`src/rtl/pbnk_pkg.sv`:
```
// ----------------------------------------------------------------------------
// pbnk_pkg
// Shared types, constants and codes of the polar bin nearest-k store.
// ----------------------------------------------------------------------------
`default_nettype none
package pbnk_pkg;
    localparam int SECTIONS_DEF = 8;
    localparam int KEEP_DEF     = 8;
    localparam int RAD_W = 24;
    localparam int TAG_W = 32;
    localparam int CNT_W = 4;

    typedef enum logic [2:0] {
        OP_ADD     = 3'd0,
        OP_POP     = 3'd1,
        OP_GET     = 3'd2,
        OP_QCOUNT  = 3'd3,
        OP_QNEAR   = 3'd4
    } t_op;

    typedef struct packed {
        logic [2:0]       opcode;
        logic [15:0]      angle;
        logic [RAD_W-1:0] radius;
        logic [TAG_W-1:0] point_tag;
    } t_in;

    typedef struct packed {
        logic             valid_point;
        logic [TAG_W-1:0] point_tag_res;
        logic [CNT_W-1:0] bin_count;
        logic [RAD_W-1:0] nearest_radius;
        logic             empty_error;
        logic             last;
    } t_out;

    typedef enum logic [3:0] {
        S_IDLE, S_SCAN_RD, S_SCAN, S_SHIFT_POS, S_SHIFT_RD, S_SHIFT_WR, S_PLACE,
        S_EMIT_BIN, S_EMIT_RD, S_EMIT_WAIT, S_EMIT_OUT, S_EMPTY_OUT,
        S_QUERY_RD, S_QUERY_OUT
    } t_state;

    // Kinds of result loaded into the output register.
    typedef enum logic [1:0] {
        K_POINT = 2'd0,
        K_EMPTY = 2'd1,
        K_COUNT = 2'd2,
        K_NEAR  = 2'd3
    } t_kind;

    // Commands from the controller to the datapath.
    typedef struct packed {
        logic load;       // capture input transaction and bin
        logic rd_scan;    // read entry at r_idx-1
        logic idx_inc;
        logic idx_dec;
        logic idx_clr;
        logic set_idx_from_fill; // r_pos = r_idx; r_idx = top slot of the shift
        logic wr_shift;   // write held entry to r_idx
        logic wr_place;   // write new point at r_idx
        logic fill_inc;
        logic bin_inc;
        logic bin_clr;
        logic clr_fills;
        logic out_load;
        t_kind out_kind;
    } t_cmd;

    // Status back to the controller.
    typedef struct packed {
        t_op  op;
        logic op_valid;
        logic scan_done;      // idx reached fill
        logic scan_stop;      // new radius below entry read
        logic pos_full;       // insertion position is KEEP
        logic idx_at_pos;
        logic bin_empty;      // emit bin fill is zero
        logic idx_last_in_bin;
        logic any_after;      // any later bin non-empty
        logic any_stored;
        logic out_busy;
    } t_sts;
endpackage
`default_nettype wire

```
`src/rtl/polar_bin_nearest_k_store_top.sv`:
```
// ----------------------------------------------------------------------------
// polar_bin_nearest_k_store_top
// Angular bins of range points, each keeping its nearest KEEP tags in order.
// ----------------------------------------------------------------------------
//  channel | valid      | ready      | payload
//  input   | i_in_valid | o_in_ready | i_in   (t_in)
//  output  | o_out_valid| i_out_ready| o_out  (t_out)
//
// An add scans the bin for the insertion position, shifts the later entries
// up one slot and writes the new point; a point past a full bin is dropped.
// A query returns the bin's count or its nearest radius. Pop and get emit the
// stored tags bin by bin; an empty store answers with an empty result.
// Reset empties every bin at once. A stalled output holds the sequencer in
// the state that loads the next result.
`default_nettype none
module polar_bin_nearest_k_store_top #(
    parameter int SECTIONS = pbnk_pkg::SECTIONS_DEF,
    parameter int KEEP     = pbnk_pkg::KEEP_DEF
) (
    input  wire logic          i_clk,
    input  wire logic          i_rst_n,
    input  wire logic          i_in_valid,
    output logic               o_in_ready,
    input  wire pbnk_pkg::t_in i_in,
    output logic               o_out_valid,
    input  wire logic          i_out_ready,
    output pbnk_pkg::t_out     o_out
);
    import pbnk_pkg::*;
    t_cmd w_cmd;
    t_sts w_sts;

    pbnk_ctrl u_ctrl (
        .i_clk(i_clk), .i_rst_n(i_rst_n), .i_in_valid(i_in_valid),
        .o_in_ready(o_in_ready), .i_sts(w_sts), .o_cmd(w_cmd)
    );

    pbnk_datapath #(.SECTIONS(SECTIONS), .KEEP(KEEP)) u_dp (
        .i_clk(i_clk), .i_rst_n(i_rst_n), .i_in(i_in), .i_cmd(w_cmd),
        .i_out_ready(i_out_ready), .o_sts(w_sts), .o_out(o_out),
        .o_out_valid(o_out_valid)
    );
endmodule
`default_nettype wire

```
`src/rtl/pbnk_ram.sv`:
```
// ----------------------------------------------------------------------------
// pbnk_ram
// Generic single-port-write, single-port-read RAM with registered read.
// ----------------------------------------------------------------------------
`default_nettype none
module pbnk_ram #(
    parameter int WIDTH = 8,
    parameter int DEPTH = 16
) (
    input  wire logic                     i_clk,
    input  wire logic                     i_we,
    input  wire logic [$clog2(DEPTH)-1:0] i_waddr,
    input  wire logic [WIDTH-1:0]         i_wdata,
    input  wire logic [$clog2(DEPTH)-1:0] i_raddr,
    output logic      [WIDTH-1:0]         o_rdata
);
    logic [WIDTH-1:0] r_mem [DEPTH];
    always_ff @(posedge i_clk) begin
        if (i_we) begin
            r_mem[i_waddr] <= i_wdata;
        end
        o_rdata <= r_mem[i_raddr];
    end
endmodule
`default_nettype wire

```
`src/rtl/pbnk_datapath.sv`:
```
// ----------------------------------------------------------------------------
// pbnk_datapath
// Holds bin fills, entry memories, scan index and the output register.
// ----------------------------------------------------------------------------
`default_nettype none
module pbnk_datapath #(
    parameter int SECTIONS = pbnk_pkg::SECTIONS_DEF,
    parameter int KEEP     = pbnk_pkg::KEEP_DEF
) (
    input  wire logic           i_clk,
    input  wire logic           i_rst_n,
    input  wire pbnk_pkg::t_in  i_in,
    input  wire pbnk_pkg::t_cmd i_cmd,
    input  wire logic           i_out_ready,
    output pbnk_pkg::t_sts      o_sts,
    output pbnk_pkg::t_out      o_out,
    output logic                o_out_valid
);
    import pbnk_pkg::*;
    localparam int BW = (SECTIONS > 1) ? $clog2(SECTIONS) : 1;
    localparam int KW = (KEEP > 1) ? $clog2(KEEP) : 1;
    localparam int IW = $clog2(KEEP + 1);
    localparam int FW = $clog2(KEEP + 1);
    localparam int SLOTS = SECTIONS * KEEP;
    localparam int AW = $clog2(SLOTS) > 0 ? $clog2(SLOTS) : 1;
    localparam int MW = $clog2(SECTIONS) + 16 > 16 ? $clog2(SECTIONS) + 16 : 17;

    logic [FW-1:0] r_fill [SECTIONS];
    logic [2:0]       r_op;
    logic [BW-1:0]    r_bin, r_ebin;
    logic [RAD_W-1:0] r_rad;
    logic [TAG_W-1:0] r_tag;
    logic [IW-1:0]    r_idx, r_pos;
    t_out             r_out;
    t_out             n_out;
    logic             r_out_valid;

    logic [MW-1:0]    w_prod;
    logic [BW-1:0]    w_bin;
    logic [RAD_W-1:0] w_rrad;
    logic [TAG_W-1:0] w_rtag;
    logic [AW-1:0]    w_raddr, w_waddr;
    logic [BW-1:0]    w_abin;
    logic             w_we;
    logic [RAD_W-1:0] w_wrad;
    logic [TAG_W-1:0] w_wtag;
    logic [SECTIONS-1:0] w_after;
    logic [IW-1:0]    w_ridx;

    assign w_prod = MW'(i_in.angle) * MW'(SECTIONS);
    always_comb begin
        if (SECTIONS > 1) begin
            w_bin = BW'(w_prod >> 16);
        end else begin
            w_bin = '0;
        end
    end

    // Reads use r_idx, or r_idx-1 while shifting entries up.
    assign w_abin  = (r_op == OP_POP || r_op == OP_GET) ? r_ebin : r_bin;
    assign w_ridx  = i_cmd.rd_scan ? r_idx - IW'(1) : r_idx;
    assign w_raddr = AW'(w_abin) * AW'(KEEP) + AW'(w_ridx[KW-1:0]);
    assign w_waddr = AW'(r_bin) * AW'(KEEP) + AW'(r_idx[KW-1:0]);
    assign w_we    = i_cmd.wr_shift | i_cmd.wr_place;
    assign w_wrad  = i_cmd.wr_place ? r_rad : w_rrad;
    assign w_wtag  = i_cmd.wr_place ? r_tag : w_rtag;

    pbnk_ram #(.WIDTH(RAD_W), .DEPTH(SLOTS)) u_rad (
        .i_clk(i_clk), .i_we(w_we), .i_waddr(w_waddr), .i_wdata(w_wrad),
        .i_raddr(w_raddr), .o_rdata(w_rrad)
    );
    pbnk_ram #(.WIDTH(TAG_W), .DEPTH(SLOTS)) u_tag (
        .i_clk(i_clk), .i_we(w_we), .i_waddr(w_waddr), .i_wdata(w_wtag),
        .i_raddr(w_raddr), .o_rdata(w_rtag)
    );

    always_comb begin
        for (int b = 0; b < SECTIONS; b++) begin
            w_after[b] = (b > int'(r_ebin)) && (r_fill[b] != '0);
        end
    end

    always_ff @(posedge i_clk) begin
        if (!i_rst_n) begin
            for (int b = 0; b < SECTIONS; b++) begin
                r_fill[b] <= '0;
            end
            r_out_valid <= 1'b0;
            r_op <= '0;
        end else begin
            if (i_cmd.load) begin
                r_op  <= i_in.opcode;
                r_bin <= w_bin;
                r_rad <= i_in.radius;
                r_tag <= i_in.point_tag;
            end
            if (i_cmd.idx_clr) begin
                r_idx <= '0;
            end else if (i_cmd.set_idx_from_fill) begin
                r_pos <= r_idx;
                r_idx <= (r_fill[r_bin] == FW'(KEEP)) ? IW'(KEEP - 1) : IW'(r_fill[r_bin]);
            end else if (i_cmd.idx_inc) begin
                r_idx <= r_idx + IW'(1);
            end else if (i_cmd.idx_dec) begin
                r_idx <= r_idx - IW'(1);
            end
            if (i_cmd.bin_clr) begin
                r_ebin <= '0;
            end else if (i_cmd.bin_inc) begin
                r_ebin <= r_ebin + BW'(1);
            end
            if (i_cmd.clr_fills) begin
                for (int b = 0; b < SECTIONS; b++) begin
                    r_fill[b] <= '0;
                end
            end else if (i_cmd.fill_inc && r_fill[r_bin] != FW'(KEEP)) begin
                r_fill[r_bin] <= r_fill[r_bin] + FW'(1);
            end
            if (i_cmd.out_load) begin
                r_out_valid <= 1'b1;
            end else if (i_out_ready) begin
                r_out_valid <= 1'b0;
            end
        end
    end

    always_comb begin
        n_out = '0;
        unique case (i_cmd.out_kind)
            K_POINT: begin
                n_out.valid_point   = 1'b1;
                n_out.point_tag_res = w_rtag;
                n_out.last = (r_idx == IW'(r_fill[r_ebin]) - IW'(1)) &&
                             (w_after == '0);
            end
            K_EMPTY: n_out.last = 1'b1;
            K_COUNT: begin
                n_out.bin_count = CNT_W'(r_fill[r_bin]);
                n_out.last = 1'b1;
            end
            K_NEAR: begin
                if (r_fill[r_bin] == '0) begin
                    n_out.empty_error = 1'b1;
                end else begin
                    n_out.nearest_radius = w_rrad;
                end
                n_out.last = 1'b1;
            end
        endcase
    end

    always_ff @(posedge i_clk) begin
        if (i_cmd.out_load) begin
            r_out <= n_out;
        end
    end

    always_comb begin
        o_sts.op        = t_op'(r_op);
        o_sts.op_valid  = (i_in.opcode <= OP_QNEAR);
        o_sts.scan_done = (r_idx == IW'(r_fill[r_bin]));
        o_sts.scan_stop = (r_rad < w_rrad);
        o_sts.pos_full  = (r_idx == IW'(KEEP));
        o_sts.idx_at_pos = (r_idx == r_pos);
        o_sts.bin_empty = (r_fill[r_ebin] == '0);
        o_sts.idx_last_in_bin = (r_idx == IW'(r_fill[r_ebin]) - IW'(1));
        o_sts.any_after = (w_after != '0);
        o_sts.any_stored = 1'b0;
        for (int b = 0; b < SECTIONS; b++) begin
            o_sts.any_stored = o_sts.any_stored | (r_fill[b] != '0);
        end
        o_sts.out_busy  = r_out_valid && !i_out_ready;
    end

    assign o_out       = r_out;
    assign o_out_valid = r_out_valid;
endmodule
`default_nettype wire

```
`src/rtl/pbnk_ctrl.sv`:
```
// ----------------------------------------------------------------------------
// pbnk_ctrl
// Sequences insert scans, emission sweeps and queries.
// ----------------------------------------------------------------------------
`default_nettype none
module pbnk_ctrl (
    input  wire logic           i_clk,
    input  wire logic           i_rst_n,
    input  wire logic           i_in_valid,
    output logic                o_in_ready,
    input  wire pbnk_pkg::t_sts i_sts,
    output pbnk_pkg::t_cmd      o_cmd
);
    import pbnk_pkg::*;
    t_state r_state, n_state;

    always_ff @(posedge i_clk) begin
        if (!i_rst_n) begin
            r_state <= S_IDLE;
        end else begin
            r_state <= n_state;
        end
    end

    always_comb begin
        n_state = r_state;
        o_cmd = '0;
        o_in_ready = 1'b0;
        unique case (r_state)
            S_IDLE: begin
                o_in_ready = 1'b1;
                if (i_in_valid && i_sts.op_valid) begin
                    o_cmd.load = 1'b1;
                    o_cmd.idx_clr = 1'b1;
                    o_cmd.bin_clr = 1'b1;
                    n_state = S_SCAN_RD;
                end
            end
            S_SCAN_RD: begin
                unique case (i_sts.op) inside
                    OP_ADD: begin
                        n_state = i_sts.scan_done ? S_SHIFT_POS : S_SCAN;
                    end
                    OP_POP, OP_GET: begin
                        n_state = i_sts.any_stored ? S_EMIT_BIN : S_EMPTY_OUT;
                    end
                    default: n_state = S_QUERY_RD;
                endcase
            end
            S_SCAN: begin
                if (i_sts.scan_stop) begin
                    n_state = S_SHIFT_POS;
                end else begin
                    o_cmd.idx_inc = 1'b1;
                    n_state = S_SCAN_RD;
                end
            end
            S_SHIFT_POS: begin
                if (i_sts.pos_full) begin
                    n_state = S_IDLE;
                end else begin
                    o_cmd.set_idx_from_fill = 1'b1;
                    n_state = S_SHIFT_RD;
                end
            end
            S_SHIFT_RD: begin
                if (i_sts.idx_at_pos) begin
                    n_state = S_PLACE;
                end else begin
                    o_cmd.rd_scan = 1'b1;
                    n_state = S_SHIFT_WR;
                end
            end
            S_SHIFT_WR: begin
                o_cmd.wr_shift = 1'b1;
                o_cmd.idx_dec = 1'b1;
                n_state = S_SHIFT_RD;
            end
            S_PLACE: begin
                o_cmd.wr_place = 1'b1;
                o_cmd.fill_inc = 1'b1;
                n_state = S_IDLE;
            end
            S_EMIT_BIN: begin
                o_cmd.idx_clr = 1'b1;
                if (i_sts.bin_empty) begin
                    o_cmd.bin_inc = 1'b1;
                end else begin
                    n_state = S_EMIT_RD;
                end
            end
            S_EMIT_RD: n_state = S_EMIT_WAIT;
            S_EMIT_WAIT: begin
                if (!i_sts.out_busy) begin
                    o_cmd.out_load = 1'b1;
                    o_cmd.out_kind = K_POINT;
                    if (!i_sts.idx_last_in_bin) begin
                        o_cmd.idx_inc = 1'b1;
                        n_state = S_EMIT_RD;
                    end else if (i_sts.any_after) begin
                        o_cmd.bin_inc = 1'b1;
                        n_state = S_EMIT_BIN;
                    end else begin
                        o_cmd.clr_fills = (i_sts.op == OP_POP);
                        n_state = S_IDLE;
                    end
                end
            end
            S_EMPTY_OUT: begin
                if (!i_sts.out_busy) begin
                    o_cmd.out_load = 1'b1;
                    o_cmd.out_kind = K_EMPTY;
                    n_state = S_IDLE;
                end
            end
            S_QUERY_RD: n_state = S_QUERY_OUT;
            S_QUERY_OUT: begin
                if (!i_sts.out_busy) begin
                    o_cmd.out_load = 1'b1;
                    o_cmd.out_kind = (i_sts.op == OP_QCOUNT) ? K_COUNT : K_NEAR;
                    n_state = S_IDLE;
                end
            end
            default: n_state = S_IDLE;
        endcase
    end
endmodule
`default_nettype wire
```
`config.mk`:
```
export PLATFORM = sky130hd
export DESIGN_NAME = polar_bin_nearest_k_store_top
export DESIGN_NICKNAME = d
export VERILOG_FILES = /design/src/rtl/pbnk_pkg.sv /design/src/rtl/polar_bin_nearest_k_store_top.sv /design/src/rtl/pbnk_ram.sv /design/src/rtl/pbnk_datapath.sv /design/src/rtl/pbnk_ctrl.sv
export SDC_FILE = /design/constraint.sdc
export NUM_CORES = 2
export LEC_CHECK = 0
export BUFFER_PORTS_ARGS = -buffer_cell sky130_fd_sc_hd__buf_4
export CAP_MARGIN = 20
export CORE_MARGIN = 2
export CORE_UTILIZATION = 65
export CTS_BUF_LIST = sky130_fd_sc_hd__clkbuf_8
export DETAILED_ROUTE_END_ITERATION = 12
export PLACE_DENSITY_LB_ADDON = 0.15
export SYNTH_ARGS = -nofsm -noshare
export SYNTH_HDL_FRONTEND = slang
export SYNTH_SLANG_ARGS = --single-unit
```
`constraint.sdc`:
```
create_clock -name i_clk -period 6.6 [get_ports i_clk]
set_clock_uncertainty 0.15 [all_clocks]
set_input_delay 1.65 -clock i_clk [delete_from_list [all_inputs] [get_ports i_clk]]
set_output_delay 1.65 -clock i_clk [all_outputs]
set_load 0.005 [all_outputs]
```
==> impl.org <==
** Run status
- Status :: complete, no violations

** Logic synthesis
- After synthesis, the mean cell area works out to 15.0 um^2.
- Yosys printed 0 warnings.
- The number of nets in the synthesized netlist is 9,924.
- Post-synth cell types :: 60
- The most used flip-flop cell after synthesis is sky130_fd_sc_hd__edfxtp_1.
- In the synthesized netlist the async set-or-reset flop fraction comes to 0.
- Synthesis produced 9,813 cells.
- In this run, synthesis produced a sequential element count of 3,819.
- Area of the mapped netlist :: 0.148 mm^2
- In this run, synthesis inferred 3,749 flip-flops with an integrated enable.
- The share of the Yosys chip area taken by registers is 0.772.

** Floorplan
- Full die area :: 0.231 mm^2
- In this run the horizontal extent of the chip is 481 um.
- Die H :: 481 um
- After floorplanning, the core was divided into 174 placement rows.
- Core area :: 0.225 mm^2
- I/O pin count :: 144
- The initial utilization of the core area, before any placement, comes to 0.655.

** Setup path
- In this design, the stage delay of the slowest critical-path cell is 0.85 ns.
- Walking the worst path, the cells encountered are xnor2_1 -> a41o_1 -> mux2i_4 -> buf_12 -> buf_4 -> buf_4 -> mux2i_1 -> o22ai_1 -> o21ai_0 -> nand4_1 -> or3_1.
- Origin of the critical flop-to-flop path :: u_dp.r_idx[2]$_SDFFCE_PP0P_
- The endpoint identified for the worst register-to-register timing path is u_dp.u_rad.o_rdata[23]$_DFF_P_.
- For this design, the slowest cell found on the critical path is sky130_fd_sc_hd__edfxtp_1.
- STA classifies the critical path endpoint as a flip-flop.
- WP buf/inv :: 3
- In this run the worst path has a maximum fanout of 43.
- At the worst endpoint, the arrival time is 6.06 ns.
- Measured in cells, the most critical reg-to-reg path has a length of 11.
- Broken down by cell family, the worst path's largest delay share belongs to buffers and inverters.
- Counting stages on the worst path, the most repeated cell is sky130_fd_sc_hd__buf_4.
- Kind of start point of the critical path :: flip-flop
- Data on the critical path is required at its endpoint by 7.42 ns.
- For flop-to-flop paths, the worst setup slack is 1.35 ns.
- Class of the most critical setup path :: flip-flop to flip-flop

** Global route
- Total GRT Usage :: 0.354
- Wire length of the first global-routing pass :: 587 mm
- Entering global routing, the biggest net connects 169 pins.
- Number of global-route vias before repair :: 87,000
- Antenna violations before repair :: 23
- Remaining Overflow, GRT :: 0

** Timing
- Max Transition Viols Final :: 0
- Setup tns final :: 0 ns
- Time the worst path needs with I/O delays and setup :: 5.25 ns
- Final worst setup slack :: 1.35 ns
- Worst relative slew slack :: 0.220
- At the pin with the least slew margin, the transition time is 1.17 ns.
- Setup repair after global routing missed its margin :: no
- In the finished design, the share of the clock period the worst path needs comes to 0.795.
- Final hold violations :: 0
- Fmax :: 191 MHz
- Setup violations remaining at the end of the flow were counted as 0.

** Placement
- Summed over all nets, the half-perimeter wirelength after detailed placement is 219 mm.
- Minimum setup slack after placement :: 1.48 ns
- RD Place Congestion :: 0.886
- Input and output buffers added on the ports amount to 130.

** Run
- Number of maximum-capacitance constraint violations :: 0

** CTS
- The tree built by TritonCTS fans out to 3,819 sinks.
- After clock tree synthesis, the repair step resized 0 gates.
- Number of buffers created by CTS :: 606
- Clk pin slew, worst setup/hold paths :: 0.06 ns
- Clock tree from TritonCTS :: built
- The root buffer cell chosen for the clock tree is sky130_fd_sc_hd__clkbuf_8.
- The clock tree synthesis step divided the H-tree into 6 levels.
- For the worst-skew pair, the clock arrives at the later sink with an insertion delay of 1.12 ns.
- # hold bufs at CTS :: 0
- In this run the post-CTS setup repair buffer count came out at 0.
- The clock passes through at most 4 buffers.

** Power
- Internal power of the cells :: 0.0445 W
- The share of total power dissipated in combinational logic is 0.245.
- Overall power consumption after layout is estimated at 0.0655 W.
- For this design the ratio of total power to cell area is 396 mW/mm^2.
- Leakage power figure :: 57.2 nW
- Proportion of total power due to net switching :: 0.321
- Of the total power, registers draw 0.471.
- The worst-case IR drop observed on VDD is 0.000401 V.
- Switching component of the power :: 0.0210 W
- Of the total power, the clock network draws 0.283.

** Finish
- In the final layout, the share of cells above drive strength 1 is 0.128.
- The area growth from synthesis to layout is 12.1%.
- Layout net count :: 10,400

** Routing
- For this block, the initial DRC count from the detailed router was 14,600.
- Final ANT Viol Nets :: 0
- Remaining DRCs :: 0
- Average vias per placed instance :: 6.64
- Before antenna repair, the detailed router went through 6 iterations.
- After detailed routing, the average wire length per cell comes to 30.2 um.
- Summing over every cut layer, the via total after detailed routing is 90,900.
- Total wire length after detailed routing :: 414 mm

** Worst hold path
- Hold depth :: 1
- Class of the worst hold path :: flip-flop to flip-flop
- Hold-critical path endpoint :: u_dp.o_out[19]$_SDFFCE_PP0P_
- The worst hold path begins at u_dp.u_rad.o_rdata[17]$_DFF_P_.
[kinds of logic (layout without fill, tap and decap cells)]
group           after synthesis  in the layout  share of synthesized area
flops                      3819           3819                      0.772
buf+inv                     635           1513                     0.0172
compound gates             1119           1119                     0.0468
simple gates               3351           3351                     0.0988
mux                         837            837                     0.0614
other cells                   0             15                          0
fa+ha+maj                    33             33                    0.00278
xor+xnor                     19             19                    0.00113
[cell usage in the layout, fill, tap and decap left out, types with 160 or more instances in the layout]
| cell type | n |
|---|---|
| sky130_fd_sc_hd__edfxtp_1 | 3749 |
| sky130_fd_sc_hd__nand2_1 | 2116 |
| sky130_fd_sc_hd__mux2i_1 | 747 |
| sky130_fd_sc_hd__clkbuf_8 | 658 |
| sky130_fd_sc_hd__nand3_1 | 634 |
| sky130_fd_sc_hd__o22ai_1 | 356 |
| sky130_fd_sc_hd__buf_4 | 326 |
| sky130_fd_sc_hd__nand4_1 | 268 |
| sky130_fd_sc_hd__inv_1 | 240 |
| sky130_fd_sc_hd__a21oi_1 | 213 |
| sky130_fd_sc_hd__a31oi_1 | 192 |
| sky130_fd_sc_hd__o21ai_0 | 160 |
[state kept, by name, indices dropped and copies added (netlist names), 3 cells and up, named ones only]
signal and cells:
u_dp.u_rad.r_mem 1536, u_dp.r_tag 32, u_ctrl.r_state 4, u_dp.u_rad.o_rdata 24, u_dp.u_tag.r_mem 2048, u_dp.r_pos 4, u_dp.r_op 3, u_dp.r_ebin 3
u_dp.r_fill 32, u_dp.u_tag.o_rdata 32, u_dp.r_bin 3, u_dp.r_rad 24, u_dp.r_idx 4, u_dp.o_out 63
[cell type report]
| cell class | instances | area, um^2 |
|---|---|---|
| clock inverter | 383 | 1910 |
| inverter | 42 | 160 |
| antenna | 15 | 37.5 |
| fill | 13600 | 59800 |
| tap | 2992 | 3740 |
| clock buffer | 658 | 9060 |
| sequential | 3819 | 114000 |
| timing repair buffer | 430 | 4550 |
| multi-input combinational | 5359 | 32100 |
[stage by stage]
| stage | area [um^2] | hold slack [ns] | cells | utilization |
|---|---|---|---|---|
| 6_report | 166000 | 0.396 | 13700 | 0.735 |
| 5_1_grt | 166000 | 0.430 | 13700 | 0.735 |
| 4_1_cts | 165000 | 0.399 | 13700 | 0.732 |
| 3_5_place_dp | 154000 | 0.381 | 12600 | 0.684 |
| 3_3_place_gp | 154000 | 0.375 | 12600 | 0.683 |
| 2_1_floorplan | 148000 | 0.274 | 9813 | - |
[worst max-delay path by stage]
stage                                      from                             end  slack [ns]  cells after the start
floorplan                           i_out_ready         u_dp.o_out[0]$_DFFE_PP_        1.62                      2
global placement    u_dp.r_idx[2]$_SDFFCE_PP0P_  u_dp.u_rad.o_rdata[23]$_DFF_P_        1.64                     11
detailed placement  u_dp.r_idx[2]$_SDFFCE_PP0P_  u_dp.u_rad.o_rdata[23]$_DFF_P_        1.48                     11
CTS                 u_dp.r_idx[2]$_SDFFCE_PP0P_  u_dp.u_rad.o_rdata[23]$_DFF_P_        1.49                     11
global route        u_dp.r_idx[2]$_SDFFCE_PP0P_  u_dp.u_rad.o_rdata[23]$_DFF_P_        1.21                     11
finish              u_dp.r_idx[2]$_SDFFCE_PP0P_  u_dp.u_rad.o_rdata[23]$_DFF_P_        1.35                     11
[cells in the mapped netlist, types with 76 or more instances]
cell / instances / area share
sky130_fd_sc_hd__nand2_1: 2122 / 0.054
sky130_fd_sc_hd__nand4_1: 268 / 0.011
sky130_fd_sc_hd__edfxtp_1: 3749 / 0.76
sky130_fd_sc_hd__mux2i_1: 751 / 0.051
sky130_fd_sc_hd__o21ai_0: 183 / 0.0062
sky130_fd_sc_hd__a31oi_1: 193 / 0.0082
sky130_fd_sc_hd__nand3_1: 634 / 0.021
sky130_fd_sc_hd__a21oi_1: 215 / 0.0073
sky130_fd_sc_hd__o22ai_1: 356 / 0.015
sky130_fd_sc_hd__buf_1: 76 / 0.0019
sky130_fd_sc_hd__buf_2: 104 / 0.0035
sky130_fd_sc_hd__o31a_1: 93 / 0.0055
sky130_fd_sc_hd__nor2_1: 137 / 0.0035
sky130_fd_sc_hd__clkbuf_1: 409 / 0.010
[power by group through the flow]
stage                     sequential, W  clock, W  combinational [W]
after floorplan                  0.0312         0            0.00992
after global placement           0.0314         0             0.0148
after detailed placement         0.0314         0             0.0153
after CTS                        0.0309    0.0186             0.0154
after global routing             0.0309    0.0197             0.0171
final                            0.0309    0.0186             0.0161
[routing by layer]
| layer | GRT usage | share of wire | wire length [um] | vias up |
|---|---|---|---|---|
| li1 | - | - | - | 38300 |
| met1 | 0.486 | 0.36 | 149000 | 45100 |
| met2 | 0.537 | 0.46 | 189000 | 6485 |
| met3 | 0.0996 | 0.14 | 56600 | 1090 |
| met4 | 0.155 | 0.045 | 18800 | 16 |
| met5 | 0 | 0.00033 | 136 | - |
[worst register-to-register path, cell delays in order, from the launching register on]
cell and delay [ns]:
sky130_fd_sc_hd__edfxtp_1 0.85, sky130_fd_sc_hd__xnor2_1 0.23, sky130_fd_sc_hd__a41o_1 0.61, sky130_fd_sc_hd__mux2i_4 0.35, sky130_fd_sc_hd__buf_12 0.35, sky130_fd_sc_hd__buf_4 0.51, sky130_fd_sc_hd__buf_4 0.69, sky130_fd_sc_hd__mux2i_1 0.31
sky130_fd_sc_hd__o22ai_1 0.10, sky130_fd_sc_hd__o21ai_0 0.33, sky130_fd_sc_hd__nand4_1 0.26, sky130_fd_sc_hd__or3_1 0.38
No activity file was read; power rests on OpenSTA's default activity.
